**src/hw/rtl/sdl_pkg.sv**
```systemverilog
// ----------------------------------------------------------------------------
// sdl_pkg
// Types, widths and codes shared by the segment densifier modules.
// ----------------------------------------------------------------------------
package sdl_pkg;

    localparam int COORD_BITS = 24;
    localparam int DIFF_BITS  = COORD_BITS + 1;
    localparam int RAD_BITS   = 2 * DIFF_BITS;
    localparam int ROOT_BITS  = DIFF_BITS;
    localparam int REM_BITS   = ROOT_BITS + 3;
    localparam int LEN_BITS   = 24;
    localparam int DVD_BITS   = DIFF_BITS + 1;
    localparam int DVR_BITS   = LEN_BITS + 1;
    localparam int ACC_BITS   = DVD_BITS + 1;
    localparam int K_BITS     = 6;
    localparam int DEN_BITS   = K_BITS + 1;
    localparam int IDX_BITS   = 7;
    localparam int CNT_BITS   = 5;
    localparam int SQRT_STEPS = ROOT_BITS;
    localparam int DIV_STEPS  = DVD_BITS;
    localparam int CFG_BITS   = LEN_BITS;

    typedef logic signed [COORD_BITS-1:0] t_coord;

    typedef struct packed {
        t_coord start_x;
        t_coord start_y;
        t_coord end_x;
        t_coord end_y;
        logic   final_segment;
    } t_in;

    typedef struct packed {
        t_coord point_x;
        t_coord point_y;
        logic   run_end;
        logic   count_clipped;
    } t_out;

    typedef logic [1:0] t_cfg_idx;
    localparam t_cfg_idx CFG_MODE_SELECT = 2'd0;
    localparam t_cfg_idx CFG_MAX_LENGTH  = 2'd1;
    localparam t_cfg_idx CFG_FIXED_COUNT = 2'd2;
    localparam t_cfg_idx CFG_CLOSED_RING = 2'd3;

    typedef enum logic [3:0] {
        S_IDLE,
        S_SQUARE,
        S_SUM,
        S_SQRT,
        S_DIVK_LOAD,
        S_DIVK,
        S_KSET,
        S_DIVD_LOAD,
        S_DIVD,
        S_DSET,
        S_EMIT
    } t_state;

    typedef enum logic [3:0] {
        OP_NONE,
        OP_LOAD,
        OP_SQUARE,
        OP_SUM,
        OP_SQRT_STEP,
        OP_DIVK_LOAD,
        OP_DIV_STEP,
        OP_KSET,
        OP_DIVD_LOAD,
        OP_DSET,
        OP_EMIT
    } t_op;

    typedef struct packed {
        t_op op;
    } t_cmd;

    typedef struct packed {
        logic mode_len;
        logic out_free;
        logic emit_last;
    } t_status;

endpackage

```
**src/hw/rtl/sdl_ctrl.sv**
```systemverilog
// ----------------------------------------------------------------------------
// sdl_ctrl
// Sequencer: square, root and divides as the mode needs, then emission.
// ----------------------------------------------------------------------------
module sdl_ctrl (
    input  logic             i_clk,
    input  logic             i_rst_n,
    input  logic             i_in_valid,
    output logic             o_in_ready,
    input  sdl_pkg::t_status i_status,
    output sdl_pkg::t_cmd    o_cmd
);

    localparam logic [sdl_pkg::CNT_BITS-1:0] SQRT_LAST =
        sdl_pkg::CNT_BITS'(sdl_pkg::SQRT_STEPS - 1);
    localparam logic [sdl_pkg::CNT_BITS-1:0] DIV_LAST =
        sdl_pkg::CNT_BITS'(sdl_pkg::DIV_STEPS - 1);

    sdl_pkg::t_state r_state, n_state;
    logic [sdl_pkg::CNT_BITS-1:0] r_cnt, n_cnt;

    always_ff @(posedge i_clk) begin
        if (!i_rst_n) begin
            r_state <= sdl_pkg::S_IDLE;
            r_cnt   <= '0;
        end else begin
            r_state <= n_state;
            r_cnt   <= n_cnt;
        end
    end

    always_comb begin
        n_state = r_state;
        n_cnt   = '0;
        case (r_state)
            sdl_pkg::S_IDLE: begin
                if (i_in_valid) begin
                    n_state = i_status.mode_len ? sdl_pkg::S_SQUARE : sdl_pkg::S_KSET;
                end
            end
            sdl_pkg::S_SQUARE:    n_state = sdl_pkg::S_SUM;
            sdl_pkg::S_SUM:       n_state = sdl_pkg::S_SQRT;
            sdl_pkg::S_SQRT: begin
                n_cnt = r_cnt + 1'b1;
                if (r_cnt == SQRT_LAST) begin
                    n_state = sdl_pkg::S_DIVK_LOAD;
                    n_cnt   = '0;
                end
            end
            sdl_pkg::S_DIVK_LOAD: n_state = sdl_pkg::S_DIVK;
            sdl_pkg::S_DIVK: begin
                n_cnt = r_cnt + 1'b1;
                if (r_cnt == DIV_LAST) begin
                    n_state = sdl_pkg::S_KSET;
                    n_cnt   = '0;
                end
            end
            sdl_pkg::S_KSET:      n_state = sdl_pkg::S_DIVD_LOAD;
            sdl_pkg::S_DIVD_LOAD: n_state = sdl_pkg::S_DIVD;
            sdl_pkg::S_DIVD: begin
                n_cnt = r_cnt + 1'b1;
                if (r_cnt == DIV_LAST) begin
                    n_state = sdl_pkg::S_DSET;
                    n_cnt   = '0;
                end
            end
            sdl_pkg::S_DSET:      n_state = sdl_pkg::S_EMIT;
            sdl_pkg::S_EMIT: begin
                if (i_status.out_free && i_status.emit_last) begin
                    n_state = sdl_pkg::S_IDLE;
                end
            end
            default:              n_state = sdl_pkg::S_IDLE;
        endcase
    end

    always_comb begin
        o_in_ready = 1'b0;
        o_cmd.op   = sdl_pkg::OP_NONE;
        case (r_state)
            sdl_pkg::S_IDLE: begin
                o_in_ready = 1'b1;
                if (i_in_valid) begin
                    o_cmd.op = sdl_pkg::OP_LOAD;
                end
            end
            sdl_pkg::S_SQUARE:    o_cmd.op = sdl_pkg::OP_SQUARE;
            sdl_pkg::S_SUM:       o_cmd.op = sdl_pkg::OP_SUM;
            sdl_pkg::S_SQRT:      o_cmd.op = sdl_pkg::OP_SQRT_STEP;
            sdl_pkg::S_DIVK_LOAD: o_cmd.op = sdl_pkg::OP_DIVK_LOAD;
            sdl_pkg::S_DIVK:      o_cmd.op = sdl_pkg::OP_DIV_STEP;
            sdl_pkg::S_KSET:      o_cmd.op = sdl_pkg::OP_KSET;
            sdl_pkg::S_DIVD_LOAD: o_cmd.op = sdl_pkg::OP_DIVD_LOAD;
            sdl_pkg::S_DIVD:      o_cmd.op = sdl_pkg::OP_DIV_STEP;
            sdl_pkg::S_DSET:      o_cmd.op = sdl_pkg::OP_DSET;
            sdl_pkg::S_EMIT: begin
                if (i_status.out_free) begin
                    o_cmd.op = sdl_pkg::OP_EMIT;
                end
            end
            default:              o_cmd.op = sdl_pkg::OP_NONE;
        endcase
    end

endmodule

```
**src/hw/rtl/sdl_datapath.sv**
```systemverilog
// ----------------------------------------------------------------------------
// sdl_datapath
// Config registers, squarer, bitwise root, two divider lanes, point stepper.
// ----------------------------------------------------------------------------
module sdl_datapath #(
    parameter int MAX_INSERTS = 62
) (
    input  logic                          i_clk,
    input  logic                          i_rst_n,
    input  sdl_pkg::t_cmd                 i_cmd,
    output sdl_pkg::t_status              o_status,
    input  sdl_pkg::t_in                  i_in_data,
    input  logic                          i_cfg_we,
    input  sdl_pkg::t_cfg_idx             i_cfg_index,
    input  logic [sdl_pkg::CFG_BITS-1:0]  i_cfg_data,
    output logic                          o_out_valid,
    input  logic                          i_out_ready,
    output sdl_pkg::t_out                 o_out_data
);

    localparam int CB  = sdl_pkg::COORD_BITS;
    localparam int DB  = sdl_pkg::DIFF_BITS;
    localparam int RB  = sdl_pkg::RAD_BITS;
    localparam int OB  = sdl_pkg::ROOT_BITS;
    localparam int MB  = sdl_pkg::REM_BITS;
    localparam int LB  = sdl_pkg::LEN_BITS;
    localparam int VB  = sdl_pkg::DVD_BITS;
    localparam int WB  = sdl_pkg::DVR_BITS;
    localparam int AB  = sdl_pkg::ACC_BITS;
    localparam int KB  = sdl_pkg::K_BITS;
    localparam int NB  = sdl_pkg::DEN_BITS;
    localparam int IB  = sdl_pkg::IDX_BITS;

    // configuration
    logic          r_mode;
    logic [LB-1:0] r_max_len;
    logic [KB-1:0] r_fixed;
    logic          r_ring;

    always_ff @(posedge i_clk) begin
        if (!i_rst_n) begin
            r_mode    <= 1'b0;
            r_max_len <= LB'(4096);
            r_fixed   <= KB'(1);
            r_ring    <= 1'b0;
        end else if (i_cfg_we) begin
            case (i_cfg_index)
                sdl_pkg::CFG_MODE_SELECT: r_mode    <= i_cfg_data[0];
                sdl_pkg::CFG_MAX_LENGTH:  r_max_len <= i_cfg_data[LB-1:0];
                sdl_pkg::CFG_FIXED_COUNT: r_fixed   <= i_cfg_data[KB-1:0];
                sdl_pkg::CFG_CLOSED_RING: r_ring    <= i_cfg_data[0];
                default:                  r_ring    <= r_ring;
            endcase
        end
    end

    // segment payload
    sdl_pkg::t_coord r_sx, r_sy, r_ex, r_ey;
    logic            r_last;
    logic signed [DB-1:0] r_dx, r_dy;
    logic [RB-1:0] r_sqx, r_sqy, r_rad;
    logic [OB-1:0] r_root;
    logic [MB-1:0] r_srem;
    logic [VB-1:0] r_dvd_a, r_dvd_b;
    logic [WB-1:0] r_drem_a, r_drem_b;
    logic [LB-1:0] r_dvs;
    logic [KB-1:0] r_k;
    logic          r_clip;
    logic [NB-1:0] r_den;
    logic signed [AB-1:0] r_stepx, r_stepy, r_accx, r_accy;
    logic [NB-1:0] r_fracx, r_fracy, r_resx, r_resy;
    logic [IB-1:0] r_idx, r_total;
    logic          r_out_valid;
    sdl_pkg::t_out r_out;

    logic [DB-1:0] ax, ay;
    logic [RB-1:0] sq_x, sq_y;
    assign ax   = r_dx[DB-1] ? DB'(-r_dx) : DB'(r_dx);
    assign ay   = r_dy[DB-1] ? DB'(-r_dy) : DB'(r_dy);
    assign sq_x = RB'(ax) * RB'(ax);
    assign sq_y = RB'(ay) * RB'(ay);

    // root step: two radicand bits per cycle
    logic [MB-1:0] s_tmp, s_trial;
    logic          s_ge;
    assign s_tmp   = {r_srem[MB-3:0], r_rad[RB-1 -: 2]};
    assign s_trial = MB'({r_root, 2'b01});
    assign s_ge    = (s_tmp >= s_trial);

    // restoring divide step, both lanes share the divisor
    logic [WB-1:0] a_tmp, b_tmp, dvs_ext;
    logic          a_ge, b_ge;
    assign dvs_ext = {1'b0, r_dvs};
    assign a_tmp   = {r_drem_a[WB-2:0], r_dvd_a[VB-1]};
    assign b_tmp   = {r_drem_b[WB-2:0], r_dvd_b[VB-1]};
    assign a_ge    = (a_tmp >= dvs_ext);
    assign b_ge    = (b_tmp >= dvs_ext);

    // insert count
    logic [VB-1:0] k_raw;
    logic          k_clip;
    logic [KB-1:0] k_val;
    logic          emit_end;
    assign k_raw    = r_mode ? VB'(r_fixed) : r_dvd_a;
    assign k_clip   = (k_raw > VB'(MAX_INSERTS));
    assign k_val    = k_clip ? KB'(MAX_INSERTS) : k_raw[KB-1:0];
    assign emit_end = r_last && !r_ring;

    // floor-signed step and fraction per axis
    logic signed [AB-1:0] qsx, qsy, stx, sty;
    logic [NB-1:0] rax, ray, frx, fry;
    assign qsx = $signed({1'b0, r_dvd_a});
    assign qsy = $signed({1'b0, r_dvd_b});
    assign rax = r_drem_a[NB-1:0];
    assign ray = r_drem_b[NB-1:0];
    always_comb begin
        stx = qsx;
        frx = rax;
        if (r_dx[DB-1]) begin
            if (rax != '0) begin
                stx = ~qsx;
                frx = r_den - rax;
            end else begin
                stx = -qsx;
                frx = '0;
            end
        end
        sty = qsy;
        fry = ray;
        if (r_dy[DB-1]) begin
            if (ray != '0) begin
                sty = ~qsy;
                fry = r_den - ray;
            end else begin
                sty = -qsy;
                fry = '0;
            end
        end
    end

    // point generation
    logic [NB:0] sum_rx, sum_ry;
    logic        wrap_x, wrap_y;
    logic signed [AB-1:0] px_full, py_full;
    sdl_pkg::t_out pt;
    assign sum_rx  = {1'b0, r_resx} + {1'b0, r_fracx};
    assign sum_ry  = {1'b0, r_resy} + {1'b0, r_fracy};
    assign wrap_x  = (sum_rx >= {1'b0, r_den});
    assign wrap_y  = (sum_ry >= {1'b0, r_den});
    assign px_full = AB'(r_sx) + r_accx;
    assign py_full = AB'(r_sy) + r_accy;
    always_comb begin
        if (r_idx == '0) begin
            pt.point_x = r_sx;
            pt.point_y = r_sy;
        end else if (r_idx <= IB'(r_k)) begin
            pt.point_x = px_full[CB-1:0];
            pt.point_y = py_full[CB-1:0];
        end else begin
            pt.point_x = r_ex;
            pt.point_y = r_ey;
        end
        pt.run_end       = (r_idx == r_total);
        pt.count_clipped = r_clip;
    end

    always_ff @(posedge i_clk) begin
        case (i_cmd.op)
            sdl_pkg::OP_LOAD: begin
                r_sx   <= i_in_data.start_x;
                r_sy   <= i_in_data.start_y;
                r_ex   <= i_in_data.end_x;
                r_ey   <= i_in_data.end_y;
                r_last <= i_in_data.final_segment;
                r_dx   <= DB'(i_in_data.end_x) - DB'(i_in_data.start_x);
                r_dy   <= DB'(i_in_data.end_y) - DB'(i_in_data.start_y);
            end
            sdl_pkg::OP_SQUARE: begin
                r_sqx <= sq_x;
                r_sqy <= sq_y;
            end
            sdl_pkg::OP_SUM: begin
                r_rad  <= r_sqx + r_sqy;
                r_root <= '0;
                r_srem <= '0;
            end
            sdl_pkg::OP_SQRT_STEP: begin
                r_rad  <= {r_rad[RB-3:0], 2'b00};
                r_srem <= s_ge ? (s_tmp - s_trial) : s_tmp;
                r_root <= {r_root[OB-2:0], s_ge};
            end
            sdl_pkg::OP_DIVK_LOAD: begin
                r_dvd_a  <= VB'(r_root);
                r_dvd_b  <= '0;
                r_drem_a <= '0;
                r_drem_b <= '0;
                r_dvs    <= (r_max_len == '0) ? LB'(1) : r_max_len;
            end
            sdl_pkg::OP_DIV_STEP: begin
                r_drem_a <= a_ge ? (a_tmp - dvs_ext) : a_tmp;
                r_drem_b <= b_ge ? (b_tmp - dvs_ext) : b_tmp;
                r_dvd_a  <= {r_dvd_a[VB-2:0], a_ge};
                r_dvd_b  <= {r_dvd_b[VB-2:0], b_ge};
            end
            sdl_pkg::OP_KSET: begin
                r_k     <= k_val;
                r_clip  <= k_clip;
                r_den   <= {KB'(k_val + 1'b1), 1'b0};
                r_total <= IB'(k_val) + IB'(emit_end);
            end
            sdl_pkg::OP_DIVD_LOAD: begin
                r_dvd_a  <= {ax, 1'b0};
                r_dvd_b  <= {ay, 1'b0};
                r_drem_a <= '0;
                r_drem_b <= '0;
                r_dvs    <= LB'(r_den);
            end
            sdl_pkg::OP_DSET: begin
                r_stepx <= stx;
                r_stepy <= sty;
                r_fracx <= frx;
                r_fracy <= fry;
                r_accx  <= '0;
                r_accy  <= '0;
                r_resx  <= NB'(r_den[NB-1:1]);
                r_resy  <= NB'(r_den[NB-1:1]);
                r_idx   <= '0;
            end
            sdl_pkg::OP_EMIT: begin
                r_out  <= pt;
                r_idx  <= r_idx + 1'b1;
                // advance to the next insert: add step, carry the fraction
                r_accx <= r_accx + r_stepx + AB'(wrap_x);
                r_accy <= r_accy + r_stepy + AB'(wrap_y);
                r_resx <= wrap_x ? NB'(sum_rx - {1'b0, r_den}) : NB'(sum_rx);
                r_resy <= wrap_y ? NB'(sum_ry - {1'b0, r_den}) : NB'(sum_ry);
            end
            default: begin
                r_idx <= r_idx;
            end
        endcase
    end

    always_ff @(posedge i_clk) begin
        if (!i_rst_n) begin
            r_out_valid <= 1'b0;
        end else if (i_cmd.op == sdl_pkg::OP_EMIT) begin
            r_out_valid <= 1'b1;
        end else if (i_out_ready) begin
            r_out_valid <= 1'b0;
        end
    end

    assign o_out_valid        = r_out_valid;
    assign o_out_data         = r_out;
    assign o_status.mode_len  = !r_mode;
    assign o_status.out_free  = !r_out_valid || i_out_ready;
    assign o_status.emit_last = (r_idx == r_total);

endmodule

```
**src/hw/rtl/segment_densify_by_length_or_count.sv**
```systemverilog
// ----------------------------------------------------------------------------
// segment_densify_by_length_or_count
// Splits each input segment into evenly spaced vertices.
// ----------------------------------------------------------------------------
// One segment is taken at a time. In length mode a segment is squared and
// summed, then takes 25 root steps, 26 steps to divide by max_length, 26 steps
// for the two per-axis step divides and the load and set states between them,
// then emits one vertex per cycle while the output register is free (1 + k,
// plus the end point on the last segment of an open line). Count mode skips the
// square, root and first divide. The bit-serial root and divider lanes set the
// set-up time; the output register sets the emission rate. A new segment is
// taken once the last vertex of the previous one is in the output register.
module segment_densify_by_length_or_count #(
    parameter int MAX_INSERTS = 62
) (
    input  logic                          i_clk,
    input  logic                          i_rst_n,
    input  logic                          i_in_valid,
    output logic                          o_in_ready,
    input  sdl_pkg::t_in                  i_in_data,
    output logic                          o_out_valid,
    input  logic                          i_out_ready,
    output sdl_pkg::t_out                 o_out_data,
    input  logic                          i_cfg_we,
    input  sdl_pkg::t_cfg_idx             i_cfg_index,
    input  logic [sdl_pkg::CFG_BITS-1:0]  i_cfg_data
);

    sdl_pkg::t_cmd    cmd;
    sdl_pkg::t_status status;

    sdl_ctrl u_ctrl (
        .i_clk      (i_clk),
        .i_rst_n    (i_rst_n),
        .i_in_valid (i_in_valid),
        .o_in_ready (o_in_ready),
        .i_status   (status),
        .o_cmd      (cmd)
    );

    sdl_datapath #(
        .MAX_INSERTS (MAX_INSERTS)
    ) u_dp (
        .i_clk       (i_clk),
        .i_rst_n     (i_rst_n),
        .i_cmd       (cmd),
        .o_status    (status),
        .i_in_data   (i_in_data),
        .i_cfg_we    (i_cfg_we),
        .i_cfg_index (i_cfg_index),
        .i_cfg_data  (i_cfg_data),
        .o_out_valid (o_out_valid),
        .i_out_ready (i_out_ready),
        .o_out_data  (o_out_data)
    );

endmodule

```
**config.mk**
```make
export PLATFORM = sky130hd
export DESIGN_NAME = segment_densify_by_length_or_count
export DESIGN_NICKNAME = d
export VERILOG_FILES = /design/src/hw/rtl/sdl_pkg.sv /design/src/hw/rtl/sdl_ctrl.sv /design/src/hw/rtl/sdl_datapath.sv /design/src/hw/rtl/segment_densify_by_length_or_count.sv
export SDC_FILE = /design/constraint.sdc
export NUM_CORES = 2
export LEC_CHECK = 0
export ABC_AREA = 0
export BUFFER_PORTS_ARGS = -buffer_cell sky130_fd_sc_hd__buf_4
export CORE_AREA = 10 10 518 520
export DETAILED_ROUTE_END_ITERATION = 10
export DIE_AREA = 0 0 528 530
export PLACE_DENSITY = 0.42
export SYNTH_ARGS = -nofsm -noshare
export SYNTH_HDL_FRONTEND = slang
export SYNTH_HIERARCHICAL = 1
export SYNTH_SLANG_ARGS = --single-unit
```
**constraint.sdc**
```tcl
create_clock -name i_clk -period 18.96 [get_ports i_clk]
set_input_delay 4.74 -clock i_clk [delete_from_list [all_inputs] [get_ports i_clk]]
set_output_delay 4.74 -clock i_clk [all_outputs]
set_load 0.05 [all_outputs]
```
==> key figures <==
Timing
  – Clock skew: ~0.074 ns
  – Post-route setup TNS: 0 ns
  – Slew Viols, Final: 0
  – Fin crit period: 10.53 ns
  – Final setup fails: 0
  – Slew @ Worst Pin: between 1 and 1.5 ns
  – RSZ-0062 raised after global routing: false
  – Fin crit share: between 50% and 60%
  – Relative slew margins: between 10% and 20%
  – Endpoints failing hold: 0
  – Max Clk Rate: 95.0 MHz

Worst setup path
  – R2R Setup Slk: approximately 8.4 ns
  – Maximum fanout along the worst path: 13
  – CP Capture Point: u_dp/r_sqx[44]$_DFFE_PN_
  – Reg2Reg Launch Point: u_dp/r_dx[5]$_DFFE_PN_
  – Crit path capture type: flip-flop
  – CP Class: flip-flop to flip-flop
  – Worst Path Required: 19.42 ns
  – Worst Setup SP: u_dp/r_dx[5]$_DFFE_PN_
  – WP data arrival: roughly 11 ns
  – Crit start category: flip-flop
  – Slowest cell on the critical path: o31ai_1
  – CP most frequent cell: fa_1
  – Worst path max stage delay: 0.67 ns
  – Reg2reg end: u_dp/r_sqx[44]$_DFFE_PN_
  – R2R cell count: 30

Clocking
  – Root Driver: clkbuf_16
  – Post-cts resize count: 0
  – Worst skew pair latency: between 0.7 and 0.8 ns
  – CTS tree: built
  – Hold buffer count at cts: 0
  – Clk buf depth: 3
  – H-tree depth: 3
  – Clock transition at path regs: ~0.06 ns
  – CTS Buf Count: 88
  – Setup Buffers After CTS: 0
  – Clock Sinks: around 710

Yosys
  – Mapped Cells: roughly 8k
  – Post-synth cell types: between 90 and 100
  – Ys flop type: edfxtp_1
  – Yosys reg bits: between 700 and 800
  – Sequential-to-total area share from yosys stat: a little over a quarter
  – Syn avg cell area: 9.77 um^2
  – Mapped Area: between 70000 and 80000 um^2
  – Yosys warning total: 6
  – Synth area leaders: edfxtp_1 26%, fa_1 25%, ha_1 11%
  – Most numerous cell in the Yosys netlist: inv_1
  – Post-synth EDFFs: approximately 670
  – Synth top area share: about a quarter
  – Synth top cells by count: 1512 x inv_1, 952 x fa_1, 708 x nand2_1, 677 x ha_1, 671 x edfxtp_1
  – Async set or reset register ratio after synthesis: 0%
  – Largest area contributor in the netlist: edfxtp_1

Route
  – Via-per-instance ratio: 4.80
  – ANT nets after route: 0
  – Drt first pass iters: 6
  – DRC viols: 0
  – Total Routed Length: between 200 and 250 mm
  – Vias after detailed routing: ~55k
  – DR WL/cell: 21.2 um
  – DRT iter0 DRCs: around 3.1k

Global routing
  – Vias in the first global route: 58.8k
  – Largest net degree at the start of global routing: between 60 and 70
  – First-pass GRT wire length: 374 mm
  – Initial antenna violation count: 12
  – GRT Util Overall: approximately 17%
  – Gr ovfl total: 0

Place
  – Port-buffer cells: 179
  – Gpl congestion: 0.868
  – Detailed placement HPWL: a little under 200 mm
  – Dpl cells: between 10k and 15k

Hold path
  – Hold Path Class: flip-flop to flip-flop

Final layout
  – NumNets Final: about 9.8k
  – Layout area overhead: 11.7%
  – Fillers: roughly 27k
  – Share of layout cells above drive strength 1: ~6.3%
  – Non-filler cells, final: approximately 12k

Floorplan
  – Die footprint: between 200000 and 300000 um^2
  – Core Area: between 200000 and 300000 um^2
  – Die height: about 530 um
  – # rows: around 190
  – Die W: ~530 um
  – Starting Density: roughly 30%
  – IO Pins: 180

Flow run
  – Maxcap violations: 0

Outcome
  – Status: finished clean
## registers in the layout (all words and copies together) (netlist names), 24 cells and up
register / flops
u_dp/r_dvd_a: 26
u_dp/r_dx: 25
u_dp/r_sqy: 49
u_dp/r_sy: 24
u_dp/r_sqx: 49
u_dp/r_max_len: 24
u_dp/r_root: 25
u_dp/r_ey: 24
u_dp/r_rad: 50
u_dp/r_drem_a: 24
u_dp/r_sx: 24
u_dp/r_accy: 24
u_dp/r_srem: 26
u_dp/o_out_data: 50
u_dp/r_dvd_b: 26
u_dp/r_stepy: 24
u_dp/r_stepx: 24
u_dp/r_dy: 25
u_dp/r_dvs: 24
u_dp/r_drem_b: 24
u_dp/r_ex: 24
u_dp/r_accx: 24
## cells in the final DEF (no fill, tap or decap), types with 18 or more instances in the layout
| cell | n |
|---|---|
| edfxtp_1 | 671 |
| nand2b_1 | 58 |
| a31oi_1 | 41 |
| buf_4 | 285 |
| xnor2_1 | 277 |
| o21a_1 | 69 |
| clkbuf_1 | 18 |
| or3_1 | 47 |
| a211oi_1 | 42 |
| nor2_1 | 659 |
| nor4_1 | 22 |
| and2_1 | 39 |
| fa_1 | 952 |
| xor2_1 | 156 |
| clkbuf_16 | 88 |
| o31ai_1 | 37 |
| nand3_1 | 92 |
| dfxtp_1 | 42 |
| mux2i_1 | 76 |
| a21o_1 | 170 |
| nand4_1 | 39 |
| ha_1 | 677 |
| a22oi_1 | 26 |
| o211ai_1 | 26 |
| o21ai_0 | 285 |
| inv_1 | 1511 |
| nor2b_1 | 63 |
| conb_1 | 36 |
| a21oi_1 | 348 |
| a21boi_0 | 45 |
| nor3_1 | 95 |
| o21bai_1 | 41 |
| nand2_1 | 707 |
| o41ai_1 | 21 |
| and3_1 | 37 |
## worst max-delay path: cells and delay by family, from the launching register on
| family | cells | cell delay [ns] |
|---|---|---|
| flops | 1 | 0.43 |
| compound gates | 8 | 2.86 |
| xor+xnor | 2 | 0.17 |
| fa+ha+maj | 8 | 3.91 |
| simple gates | 7 | 1.93 |
| buf+inv | 5 | 0.92 |
## worst min path at each step
stage	start	end	slack [ns]	cells after the start
global route	u_dp/r_clip$_DFFE_PN_	u_dp/o_out_data[0]$_DFFE_PP_	0.46	0
detailed placement	u_dp/r_clip$_DFFE_PN_	u_dp/o_out_data[0]$_DFFE_PP_	0.43	0
CTS	u_dp/r_clip$_DFFE_PN_	u_dp/o_out_data[0]$_DFFE_PP_	0.45	0
finish	u_dp/r_clip$_DFFE_PN_	u_dp/o_out_data[0]$_DFFE_PP_	0.44	0
global placement	u_dp/r_clip$_DFFE_PN_	u_dp/o_out_data[0]$_DFFE_PP_	0.41	0
floorplan	u_dp/r_clip$_DFFE_PN_	u_dp/o_out_data[0]$_DFFE_PP_	0.40	0
## through the flow
| stage | utilization [%] | hold slack, ns | worst slack (ns) | instance area, um^2 |
|---|---|---|---|---|
| 2_1_floorplan | - | 0.400 | 2.62 | 77100 |
| 3_3_place_gp | 32.1 | 0.409 | 8.59 | 82800 |
| 3_5_place_dp | 32.1 | 0.428 | 8.55 | 82800 |
| 4_1_cts | 33.3 | 0.450 | 8.47 | 85900 |
| 5_1_grt | 33.3 | 0.456 | 7.72 | 85900 |
| 6_report | 33.3 | 0.438 | 8.43 | 85900 |
## cell families (layout without fill, tap and decap cells)
family	after synthesis	in the layout	synth area share (%)
flops	713	713	27.3
fa+ha+maj	1629	1629	35.8
other cells	2	41	0.00976
buf+inv	1746	1977	8.56
simple gates	1970	1970	11.5
compound gates	1295	1295	10.8
xor+xnor	442	442	5.05
mux	82	82	1.08
## area by class of cell
cell class / instances / area, um^2 / share of cell area [%]
clock buffers: 114 / 2380 / 2.77
multi-input cells: 5454 / 49700 / 57.8
well taps: 3402 / 4260 / 4.95
flip-flops and latches: 713 / 21000 / 24.4
clock inverters: 49 / 721 / 0.839
inverters: 1529 / 5740 / 6.68
repair buffers: 285 / 2140 / 2.49
diodes: 5 / 12.5 / 0.0146
## metal layers
metal  global-route usage [%]  share of wire, %
met1                     23.9                46
met2                     29.6                48
met3                     1.88               3.8
met4                     3.35               1.9
met5                        0                 0
Power is not shown: default switching activity piles up to over one toggle a cycle in this logic, so the estimate is an artifact.
